$ cat src/rtl/ats_pkg.sv
// Shared constants and types for the array tree shape checker.
`timescale 1ns / 1ps

package ats_pkg;

    localparam int MAX_ENTRIES = 1024;
    localparam int IDX_W       = $clog2(MAX_ENTRIES + 1);
    localparam int ADDR_W      = (MAX_ENTRIES > 1) ? $clog2(MAX_ENTRIES) : 1;
    localparam int CNT_W       = IDX_W;
    localparam int LVL_W       = $clog2(IDX_W + 2);
    localparam int VAL_W       = 32;
    localparam int OUT_CNT_W   = 11;
    localparam int OUT_H_W     = 4;

    localparam logic [IDX_W-1:0] MAX_IDX   = IDX_W'(MAX_ENTRIES);
    localparam logic [VAL_W-1:0] EMPTY_VAL = '1;

    typedef struct packed {
        logic              take;
        logic [IDX_W-1:0]  idx;
        logic [LVL_W-1:0]  lvl;
        logic              here;
        logic              last;
    } t_item;

    typedef struct packed {
        logic              en;
        logic [ADDR_W-1:0] addr;
        logic              here;
        logic              reach;
    } t_map_wr;

    typedef struct packed {
        logic [OUT_CNT_W-1:0] node_count;
        logic [OUT_H_W-1:0]   tree_height;
        logic [OUT_CNT_W-1:0] leaf_count;
        logic                 is_valid;
        logic                 is_perfect;
        logic                 overflow;
    } t_result;

endpackage

$ cat src/rtl/ats_tally.sv
// Per-array accumulators, map write-back and final metric computation.
`timescale 1ns / 1ps

module ats_tally (
    input  logic              i_clk,
    input  logic              i_rst_n,
    input  logic              i_commit,
    input  ats_pkg::t_item    i_item,
    input  logic              i_par_here,
    input  logic              i_par_reach,
    output ats_pkg::t_map_wr  o_wr,
    output logic              o_done,
    output ats_pkg::t_result  o_res
);

    logic [ats_pkg::CNT_W-1:0] r_cnt, n_cnt;
    logic [ats_pkg::CNT_W-1:0] r_inner, n_inner;
    logic [ats_pkg::LVL_W-1:0] r_deep, n_deep;
    logic                      r_ok, n_ok;
    logic                      r_lcp, n_lcp;
    logic                      r_lpar, n_lpar;
    logic                      r_ovf, n_ovf;
    logic                      w_root;
    logic                      w_reach;
    logic [ats_pkg::CNT_W-1:0] w_inner_fin;
    logic [ats_pkg::CNT_W:0]   w_full;

    assign w_root  = (i_item.idx == '0);
    assign w_reach = i_item.here && (w_root || i_par_reach);

    always_comb begin
        n_cnt   = r_cnt;
        n_inner = r_inner;
        n_deep  = r_deep;
        n_ok    = r_ok;
        n_lcp   = r_lcp;
        n_lpar  = r_lpar;
        n_ovf   = r_ovf;
        if (i_item.take) begin
            if (w_reach && (i_item.lvl > r_deep)) begin
                n_deep = i_item.lvl;
            end
            if (i_item.here) begin
                n_cnt = r_cnt + 1'b1;
            end
            if (w_root) begin
                if (!i_item.here) begin
                    n_ok = 1'b0;
                end
            end else begin
                if (i_item.here && !i_par_here) begin
                    n_ok = 1'b0;
                end
                if (i_item.idx[0]) begin
                    n_lcp  = i_item.here;
                    n_lpar = i_par_here;
                end else begin
                    if ((r_lcp || i_item.here) && i_par_here) begin
                        n_inner = r_inner + 1'b1;
                    end
                    n_lcp = 1'b0;
                end
            end
        end else begin
            n_ovf = 1'b1;
        end
    end

    // a trailing left child closes its parent's pair
    assign w_inner_fin = n_inner + ats_pkg::CNT_W'(n_lcp && n_lpar);
    assign w_full      = (ats_pkg::CNT_W+1)'(1) << n_deep;

    always_comb begin
        o_res.node_count  = ats_pkg::OUT_CNT_W'(n_cnt);
        o_res.tree_height = ats_pkg::OUT_H_W'(n_deep);
        o_res.leaf_count  = ats_pkg::OUT_CNT_W'(n_cnt - w_inner_fin);
        o_res.is_valid    = n_ok;
        o_res.is_perfect  = (n_deep != '0) && ({1'b0, n_cnt} == (w_full - 1'b1));
        o_res.overflow    = n_ovf;
    end

    assign o_done     = i_commit && i_item.last;
    assign o_wr.en    = i_commit && i_item.take;
    assign o_wr.addr  = ats_pkg::ADDR_W'(i_item.idx);
    assign o_wr.here  = i_item.here;
    assign o_wr.reach = w_reach;

    always_ff @(posedge i_clk) begin
        if (!i_rst_n || o_done) begin
            r_cnt   <= '0;
            r_inner <= '0;
            r_deep  <= '0;
            r_ok    <= 1'b1;
            r_lcp   <= 1'b0;
            r_lpar  <= 1'b0;
            r_ovf   <= 1'b0;
        end else if (i_commit) begin
            r_cnt   <= n_cnt;
            r_inner <= n_inner;
            r_deep  <= n_deep;
            r_ok    <= n_ok;
            r_lcp   <= n_lcp;
            r_lpar  <= n_lpar;
            r_ovf   <= n_ovf;
        end
    end

endmodule

$ cat config.mk
export PLATFORM = sky130hd
export DESIGN_NAME = ats_tally
export DESIGN_NICKNAME = d
export VERILOG_FILES = /design/src/rtl/ats_pkg.sv /design/src/rtl/ats_tally.sv
export SDC_FILE = /design/constraint.sdc
export NUM_CORES = 1
export LEC_CHECK = 0
export ABC_AREA = 1
export BUFFER_PORTS_ARGS = -buffer_cell sky130_fd_sc_hd__buf_2
export CAP_MARGIN = 40
export CORE_ASPECT_RATIO = 1.4
export CORE_UTILIZATION = 25
export DETAILED_ROUTE_END_ITERATION = 16
export SETUP_SLACK_MARGIN = 0.15
export SYNTH_ARGS = -nofsm -noshare
export SYNTH_HDL_FRONTEND = slang
export SYNTH_SLANG_ARGS = --single-unit
export TNS_END_PERCENT = 5
$ cat constraint.sdc
create_clock -name i_clk -period 2.9 [get_ports i_clk]
set_clock_uncertainty 0.05 [all_clocks]
set_input_delay 0.29 -clock i_clk [delete_from_list [all_inputs] [get_ports i_clk]]
set_output_delay 0.29 -clock i_clk [all_outputs]
set_load 0.01 [all_outputs]
==> results of run 1 <==
## cells by family after synthesis
logic type,share of synthesized area [%]
multiplexers,0.3356
buffers and inverters,15.90
flip-flops,20.13
adder cells (fa/ha/maj),10.99
AND/OR/NAND/NOR,28.98
AO/OA/AOI/OAI,15.44
XOR/XNOR,8.222
## sequential cells by signal (all words and copies together) (netlist names)
name,flops
r_ovf,1
r_cnt,11
r_lpar,1
r_lcp,1
r_inner,11
r_ok,1
r_deep,4
## metal layers
| layer | vias to the layer above | part of all wire, % |
|---|---|---|
| met2 | 54 | 54 |
| met4 | 0 | 2.8 |
| met3 | 18 | 2.2 |
| li1 | 1767 | - |
| met5 | - | 0 |
| met1 | 1587 | 41 |
## placed cells by master, fill, tap and decap left out, drive strengths merged
master  count
nor3        6
or2         1
fa          2
clkinv      2
nand3      24
nand3b      2
a21oi      39
xnor2       3
o21bai      1
nor2       46
clkbuf      7
o21ai      36
a21o        1
dfxtp      30
nor4        1
o211ai      4
xor2       25
a31oi       2
ha         23
mux2i       1
nand2     101
buf       166
nor3b       1
nand4       6
a22o        1
and2        1
inv        88
a211oi      1
## final cells by class
type                            instances  share of cell area [%]
Sequential cell                        30                   13.08
Timing Repair Buffer                  166                   24.01
Tap cell                              144                   3.885
Clock buffer                            7                   3.075
Inverter                               89                   7.230
Multi-Input combinational cell        328                   48.61
Clock inverter                          1                  0.1079
## through the flow
step	TNS [ns]	cells
5_1_grt	-6.136	765
6_report	-4.279	765
2_1_floorplan	-0.2134	470
4_1_cts	-4.440	762
3_5_place_dp	-3.696	749
3_3_place_gp	-3.409	748
## power breakdown
part | switching [µW] | total, µW | internal [µW]
Clock | 185 | 525 | 340
Sequential | 19.5 | 455 | 436
Combinational | 443 | 850 | 407
## repair_timing
item	4_1_cts	5_1_grt
endpoints found under the setup margin	11	11
gates resized for setup	18	30
setup buffers	5	3
pin swaps	11	30
## worst max-delay path, cell delays in order (launching register included)
cell and delay [ns]:
dfxtp_2 0.33, inv_2 0.04, a21oi_2 0.15, inv_2 0.09, nor3_4 0.14, nand4_1 0.23
nor2_1 0.20, nand3_1 0.16, xor2_2 0.23, inv_2 0.06, ha_4 0.26, inv_2 0.03
ha_4 0.21, nand2_2 0.08, nor2_2 0.04, nand2_1 0.06, o211ai_1 0.08, a31oi_1 0.17
xor2_1 0.19, buf_2 0.16
## path summary, 6_finish.rpt
check / from / end / slack, ns / cells after the start
setup / recovery: r_lcp$_SDFFE_PP0P_ / o_res[13] / -0.65 / 19
hold / removal: r_ok$_SDFFE_PP1P_ / r_ok$_SDFFE_PP1P_ / 0.41 / 2
setup reg to reg: r_deep[1]$_SDFFE_PP0P_ / r_deep[0]$_SDFFE_PP0P_ / 0.85 / 14
hold reg to reg: r_ok$_SDFFE_PP1P_ / r_ok$_SDFFE_PP1P_ / 0.41 / 2
==> flow_summary_export.csv, run 1 <==
group,metric,value,unit
status,outcome,"finished, violations left",
status,failed_checks,"negative setup slack",
global_route,grt_usage,14.98,%
timing,worst_pin_slew,0.5647,ns
layout,layout-drive-gt1-share,42.19,%
layout,fin_util,40.50,%
power_and_ir_drop,ir_drop,0.2009,mV
cts,clockRootBuffer,"clkbuf_16",
die,coreArea,11450,µm²
synth,synth_edf_count,0,
timing,fin_crit_sh,122.3,%
global_route,antenna_found_initial,0,
worst_setup_path,end_kind,"primary output",
synth,ys_types,38,
die,start_util,26.04,%
route,wl,8.969,mm
synth,syn_avg_cell_area,6.347,µm²
synth,synth_top_area_share,20.13,%
cts,clkTransAtPathRegs,0.05,ns
synth,synthCells,470,
cts,h-tree-depth,2,
synth,ys_ff_latch,30,
route,drtAntennaViolNets,0,
timing,clock.fmax,281.8,MHz
cts,clk_latency,0.28,ns
die,die_h,131.2,µm
die,die_area,12380,µm²
route,wl_per_cell,11.72,µm
worst_setup_path,arrival,3.21,ns
worst_setup_path,cp_max_fo,3,
timing,hold_viol,0,
global_route,grt_first_pass_wirelength,15.04,mm
synth,yosysSeqAreaShare,20.13,%
route,vias_per_cell,4.478,
timing,rsz0062_at_grt,"true",
cts,cts_buffers,5,
global_route,grt_busiest_layer,"met2",
power_and_ir_drop,p_leak,0.002450,µW
placed_design,gp_congestion,0.8629,
layout,multi_input_area,2255,µm²
flow_run,max_cap_violations,0,
worst_setup_path,startpoint_type,"register",
global_route,gr-usage-met2,27.94,%
timing,fin_ws,-0.6481,ns
die,dieWidth,94.32,µm
global_route,grt.overflow.total,0,
layout,diodes,0,
power_and_ir_drop,total_power,1830,µW
synth,synthTopCellsByArea,"dfxtp_1, nand2_1, inv_1, ha_1, xor2_1",
die,io_pins,66,
global_route,met1_usage,16.43,%
cts,cts_buffer_depth,2,
synth,synth_area,2983,µm²
route,dr.pass1.iters,5,
placed_design,place_hpwl,7.031,mm
cts,cts.sinks,30,
power_and_ir_drop,p_per_area,394.5,nW/µm²
cts,cts_tree,"built",
layout,syn_to_final_growth,55.50,%
layout,nets,668,
synth,synth_most_common_cell,"nand2_1",
synth,ys_top_cells_by_count,"nand2_1, inv_1, nor2_1",
synth,syn-num-nets,518,
timing,timing.final.max_slew_violations,0,
synth,synthFlopType,"dfxtp_1",
min_path,min_path_type,"register to register",
die,num_rows,46,
placed_design,placed_cell_area,4223,µm²
global_route,grt_start_max_net_pins,30,
synth,ys_warn_count,0,
timing,max-slew-margin-rel,62.10,%
timing,setup-violations-final,10,
layout,regArea,606.8,µm²
cts,cts_hold_buf,0,
timing,min_period,3.548,ns
global_route,grt_util_met3,1.505,%
worst_setup_path,critPathKind,"register to primary output",
layout,fillerInstances,1163,
synth,async_flop_share,0,%
route,drc,0,
worst_setup_path,cp.required,2.56,ns
global_route,grt_pass1_vias,3409,
timing,hold_ws,0.4108,ns
route,drtIter0Drc,127,
route,vias,3426,
layout,final_area,4638,µm²
placed_design,place_ws,-0.5775,ns
synth,yosys.area.top_type,"dfxtp_1",
placed_design,io_buffers,65,
(Power assumes the default switching activity.)
==> run 2: changes to the inputs <==
CAP_MARGIN = unset   (was 40)
CORE_UTILIZATION = 34   (was 25)
REMOVE_ABC_BUFFERS = 1   (was unset)
==> run 2 against run 1 <==
The run still ends with negative setup slack left. Critical path depth rose by 3. Critical path type unchanged. Wire length fell by 1.9%. Highest routed layer unchanged. Clock power fell by 3%. Combinational power fell by 2%. Core utilization rose by 13 points. Worst setup slack improved by 0.098 ns. Sequential cell count did not move. Sequential share of layout area rose by 0.27 points. Register-to-register slack got worse by 0.06 ns. Final area fell by 2.0%. Worst hold slack got worse by 0.11 ns.
==> flow_summary_export.csv, run 2 (synthesis gave the netlist of run 1 again) <==
group,metric,value,unit
status,outcome,"finished, violations left",
status,failed_checks,"negative setup slack",
die,die_h,112.8,µm
cts,clkTransAtPathRegs,0.05,ns
power_and_ir_drop,p_per_area,395.7,nW/µm²
placed_design,io_buffers,65,
worst_setup_path,slowest_delay,0.33,ns
cts,cts_buffer_depth,2,
layout,nets,678,
worst_setup_path,cp_max_fo,4,
flow_run,max_cap_violations,0,
layout,mostFrequentLayoutCells,"buf_4, nand2_1, inv_1",
placed_design,place_hpwl,6.616,mm
placed_design,gp_congestion,0.8439,
layout,syn_to_final_growth,52.35,%
cts,cts_hold_buf,0,
placed_design,dpl.cell_count,704,
timing,max-slew-margin-rel,37.43,%
die,io_pins,66,
global_route,grt_pass1_vias,3416,
timing,setup-violations-final,10,
route,wl,8.800,mm
worst_setup_path,critPathKind,"register to primary output",
timing,rsz0062_at_grt,"true",
worst_setup_path,path_common_cell,"nor2_1",
worst_setup_path,end_kind,"primary output",
worst_setup_path,arrival,3.11,ns
route,drtIter0Drc,152,
route,drtAntennaViolNets,0,
cts,clk_latency,0.27,ns
global_route,grt_start_max_net_pins,32,
cts,h-tree-depth,2,
die,coreArea,8558,µm²
layout,layout-drive-gt1-share,41.97,%
die,num_rows,40,
power_and_ir_drop,p_leak,0.002463,µW
worst_setup_path,crit_chain,"inv_2 -> ha_4 -> inv_2 -> o21bai_1 -> nand2_2 -> a21oi_4 -> nand3_2 -> nand2_2 -> buf_6 -> nand4_1 -> ha_4 -> o21ai_2 -> a21oi_2 -> o21ai_1 -> nor2_1 -> nand2_1 -> nor2_1 -> nand2_1 -> nor2_1 -> nand2_1 -> nor2_1 -> buf_2",
min_path,min_path_type,"input pin to register",
global_route,grt_usage,20.49,%
worst_setup_path,startpoint_type,"register",
timing,clock.fmax,289.8,MHz
global_route,grt_first_pass_wirelength,14.79,mm
worst_setup_path,crit_buf_inv,4,
cts,clockRootBuffer,"clkbuf_16",
route,wl_per_cell,11.99,µm
global_route,grt.overflow.total,0,
cts,cts_tree,"built",
placed_design,placed_cell_area,3954,µm²
route,drc,0,
global_route,antenna_found_initial,0,
timing,min_period,3.451,ns
timing,fin_ws,-0.5506,ns
die,dieWidth,81.16,µm
layout,fin_cells,734,
route,dr.pass1.iters,4,
worst_setup_path,critPathSlowestCell,"dfxtp_2",
power_and_ir_drop,ir_drop,0.3197,mV
layout,final_area,4544,µm²
layout,diodes,0,
layout,final_common_cell,"buf_4",
worst_setup_path,cp_top_family,"simple AND/OR/NAND/NOR gates",
route,vias,3441,
route,vias_per_cell,4.688,
layout,reg_top3,"r_cnt x11, r_inner x11, r_deep x4",
timing,timing.final.max_slew_violations,0,
timing,hold_viol,0,
cts,cts.sinks,30,
worst_setup_path,cp.required,2.56,ns
timing,worst_pin_slew,0.9375,ns
die,start_util,34.85,%
timing,fin_crit_sh,119.0,%
die,die_area,9157,µm²
cts,cts_buffers,5,
[run 2: cell count changes in the layout (fill, tap and decap cells not counted), moves of 2 or more]
cell,change
ha_1,+2
nand3_2,+2
nand2_2,+4
ha_4,-3
nand2_1,+3
buf_4,+9
nand2_4,-7
nor2_2,-2
xor2_2,-3
nor2_1,+2
xor2_1,+3
nand3_1,-2
[run 2: area by class of cell]
cell class | instances | area (µm²)
clock buffer | 6 | 138.9
timing repair buffer | 176 | 1170
inverter | 89 | 335.3
sequential | 30 | 606.8
multi-input combinational | 328 | 2162
fill | 834 | 4014
tap | 105 | 131.4
[run 2: metal layers]
metal | track usage, % | share of wire (%)
met5 | 0 | 0
met1 | 22.05 | 42
met4 | 7.381 | 2.0
met2 | 39.33 | 54
met3 | 2.500 | 2.0
[run 2: worst paths after layout]
kind	from	to	slack (ns)	cells past startpoint
setup / recovery	r_deep[1]$_SDFFE_PP0P_	o_res[1]	-0.55	22
hold / removal	i_commit	r_cnt[3]$_SDFFE_PP0P_	0.30	2
setup reg to reg	r_cnt[0]$_SDFFE_PP0P_	r_cnt[8]$_SDFFE_PP0P_	0.79	12
hold reg to reg	r_ok$_SDFFE_PP1P_	r_ok$_SDFFE_PP1P_	0.41	2
[run 2: what timing repair did]
action,in CTS,in global routing
resized for setup,49,19
setup buffers,21,3
endpoints found under the hold margin,0,0
gates cloned,0,0
pin swaps,38,29
endpoints found under the setup margin,11,11
[run 2: through the flow]
stage / util (%) / hold slack (ns) / worst slack [ns] / total power, µW / setup TNS [ns]
after floorplan: - / 0.3355 / -0.2795 / 861.0 / -0.8096
after global placement: 46.20 / 0.3936 / -0.5318 / 1179 / -3.251
after detailed placement: 46.20 / 0.4053 / -0.5590 / 1189 / -3.512
after CTS: 51.92 / 0.2907 / -0.5947 / 1789 / -4.006
after global routing: 53.10 / 0.3182 / -0.7726 / 1934 / -5.542
final: 53.10 / 0.2995 / -0.5506 / 1798 / -3.697
[run 2: power breakdown]
part	switching (µW)	total (µW)	internal [µW]	leakage (µW)
Combinational	433	835	403	0.00215
Clock	178	509	331	0.0000688
Sequential	17.5	453	436	0.000248
Total	629	1800	1170	0.00246
==> run 3: changes to the inputs <==
BUFFER_PORTS_ARGS = -buffer_cell sky130_fd_sc_hd__clkbuf_2   (was -buffer_cell sky130_fd_sc_hd__buf_2)
==> run 3 against run 2 <==
The flow still finishes with violations (negative setup slack). Clock-buffer cell count up 1. Fmax down 0.31%. Register-to-register slack better by 0.19 ns. Cell count down 1.6%. Global-route usage down 1.0 points. Total power up 3.6%. Sequential share of layout area up 0.30 points. Sequential power about the same. Combinational power down 3.2%. Sequential cell count unchanged. Clock power up 18%. Critical endpoint is now o_res[13].
==> flow_summary_export.csv, run 3 (synthesis gave the netlist of run 1 again) <==
group,metric,value,unit
status,outcome,"finished, violations left",
status,failed_checks,"negative setup slack",
power_and_ir_drop,p_per_area,417.2,nW/µm²
die,die_h,112.8,µm
worst_setup_path,critPathSlowestCell,"dfxtp_2",
die,coreArea,8558,µm²
worst_setup_path,crit_chain,"inv_2 -> a21oi_4 -> inv_2 -> nor3_2 -> nand4_1 -> nor2_1 -> nand3_1 -> xor2_1 -> inv_1 -> ha_4 -> inv_2 -> ha_4 -> nand2_2 -> nor2_1 -> nand2_1 -> o211ai_1 -> a31oi_1 -> xor2_1 -> buf_2",
layout,reg_top3,"r_cnt x11, r_inner x11, r_deep x4",
die,die_area,9157,µm²
cts,clockRootBuffer,"clkbuf_16",
route,drtAntennaViolNets,0,
worst_setup_path,cp.required,2.56,ns
power_and_ir_drop,clockPowerShare,32.2,%
power_and_ir_drop,ir_drop,0.3122,mV
timing,clock.fmax,288.9,MHz
min_path,min_path_type,"input pin to register",
die,dieWidth,81.16,µm
timing,setup-violations-final,10,
power_and_ir_drop,p_leak,0.002404,µW
power_and_ir_drop,p_int,1227,µW
worst_setup_path,reg2regPathDepth,14,
global_route,grt.overflow.total,0,
timing,max-slew-margin-rel,37.51,%
cts,cts_buffers,5,
timing,rsz0062_at_grt,"true",
power_and_ir_drop,switching_power,635.8,µW
timing,setup_tns,-3.381,ns
worst_setup_path,cp_max_fo,3,
layout,syn_to_final_growth,49.66,%
worst_setup_path,path_common_cell,"inv_2",
worst_setup_path,slowest_delay,0.33,ns
global_route,grt_pass1_vias,3197,
die,io_pins,66,
cts,clkTransAtPathRegs,0.05,ns
power_and_ir_drop,total_power,1862,µW
cts,cts.sinks,30,
worst_setup_path,arrival,3.12,ns
worst_setup_path,timing.rr.end,"r_deep[0]$_SDFFE_PP0P_",
placed_design,place_hpwl,6.558,mm
cts,cts_hold_buf,0,
power_and_ir_drop,netSwitchingFraction,34.14,%
global_route,grt_usage,19.47,%
cts,cts_buffer_depth,2,
placed_design,gp_congestion,0.8332,
timing,fin_ws,-0.5615,ns
layout,final_area,4464,µm²
placed_design,io_buffers,65,
worst_setup_path,r2r_start,"r_deep[1]$_SDFFE_PP0P_",
timing,timing.final.max_slew_violations,0,
layout,layout-drive-gt1-share,40.36,%
layout,mostFrequentLayoutCells,"buf_4, nand2_1, inv_1",
placed_design,placed_cell_area,3961,µm²
timing,hold_viol,0,
route,vias_per_cell,4.701,
power_and_ir_drop,seq_power_share,24.4,%
timing,worst_pin_slew,0.9363,ns
timing,min_period,3.462,ns
worst_setup_path,critPathKind,"register to primary output",
flow_run,max_cap_violations,0,
worst_setup_path,end_kind,"primary output",
layout,diodes,0,
layout,final_common_cell,"buf_4",
route,vias,3394,
cts,h-tree-depth,2,
route,drc,0,
layout,nets,664,
die,start_util,34.85,%
min_path,hp-start,"i_commit",
worst_setup_path,r2r_slack,0.98,ns
worst_setup_path,worstSetupStartpoint,"r_lcp$_SDFFE_PP0P_",
route,wl_per_cell,11.64,µm
worst_setup_path,startpoint_type,"register",
global_route,grt_start_max_net_pins,32,
route,wl,8.404,mm
cts,cts_tree,"built",
power_and_ir_drop,p_comb_share,43.4,%
timing,fin_crit_sh,119.4,%
cts,clk_latency,0.28,ns
global_route,grt_first_pass_wirelength,13.86,mm
worst_setup_path,crit_end,"o_res[13]",
global_route,antenna_found_initial,0,
route,drtIter0Drc,94,
route,dr.pass1.iters,4,
die,num_rows,40,
==> run 3: cell count changes in the layout (fill, tap and decap cells not counted), sizes merged <==
| cell | previous run | this run |
|---|---|---|
| clkbuf | 6 | 68 |
| buf | 176 | 101 |
| bufinv | 0 | 1 |
==> run 3: worst min path at each step <==
stage                                       end  slack [ns]  cells past startpoint
after floorplan           r_cnt[0]$_SDFFE_PP0P_        0.34                      1
after CTS                 r_cnt[0]$_SDFFE_PP0P_        0.32                      2
after global routing      r_cnt[0]$_SDFFE_PP0P_        0.36                      2
final                     r_cnt[0]$_SDFFE_PP0P_        0.31                      2
after global placement        r_ok$_SDFFE_PP1P_        0.39                      2
after detailed placement      r_ok$_SDFFE_PP1P_        0.41                      2
==> run 3: area by class of cell <==
| type | count | area, µm² |
|---|---|---|
| Clock buffer | 7 | 132.6 |
| Tap cell | 105 | 131.4 |
| Clock inverter | 1 | 30.03 |
| Timing Repair Buffer | 162 | 1065 |
| Sequential cell | 30 | 609.3 |
| Fill cell | 838 | 4094 |
| Multi-Input combinational cell | 328 | 2161 |
| Inverter | 89 | 335.3 |
==> run 3: worst max-delay path: cells and delay by family, from the launching register on <==
| family | cells | cell delay (ns) |
|---|---|---|
| DFF | 1 | 0.33 |
| xor gates and xnor gates | 2 | 0.34 |
| adders and majority gates | 2 | 0.51 |
| buffers and inverters | 5 | 0.41 |
| AOI/OAI and AO/OA | 3 | 0.41 |
| and+or+nand+nor | 7 | 0.84 |
==> run 3: routing by layer <==
metal	global-route usage [%]	up-vias	part of all wire (%)
met5	0	-	0
met4	5.000	0	1.7
met3	2.903	13	3.5
met2	37.03	62	54
met1	21.77	1553	41
li1	-	1766	-
==> run 3: stage by stage <==
step	worst slack, ns	cells	util [%]	hold WS (ns)
after detailed placement	-0.5574	705	46.29	0.4111
after CTS	-0.6095	719	51.05	0.3163
final	-0.5615	722	52.16	0.3134
after floorplan	-0.2795	447	-	0.3355
after global routing	-0.8004	722	52.16	0.3559
after global placement	-0.5306	705	46.29	0.3928
==> run 3: what timing repair did <==
action | in CTS | in global routing
endpoints found under the setup margin | 11 | 11
gates resized for setup | 48 | 25
setup buffers | 6 | 3
cloned | 0 | 0
pin swaps | 27 | 16
==> run 3: power groups by stage <==
stage / Sequential, µW / Combinational (µW) / Clock (µW)
floorplan: 457 / 404 / 0
global placement: 459 / 726 / 0
detailed placement: 460 / 734 / 0
CTS: 454 / 789 / 609
global route: 457 / 904 / 625
finish: 454 / 808 / 600
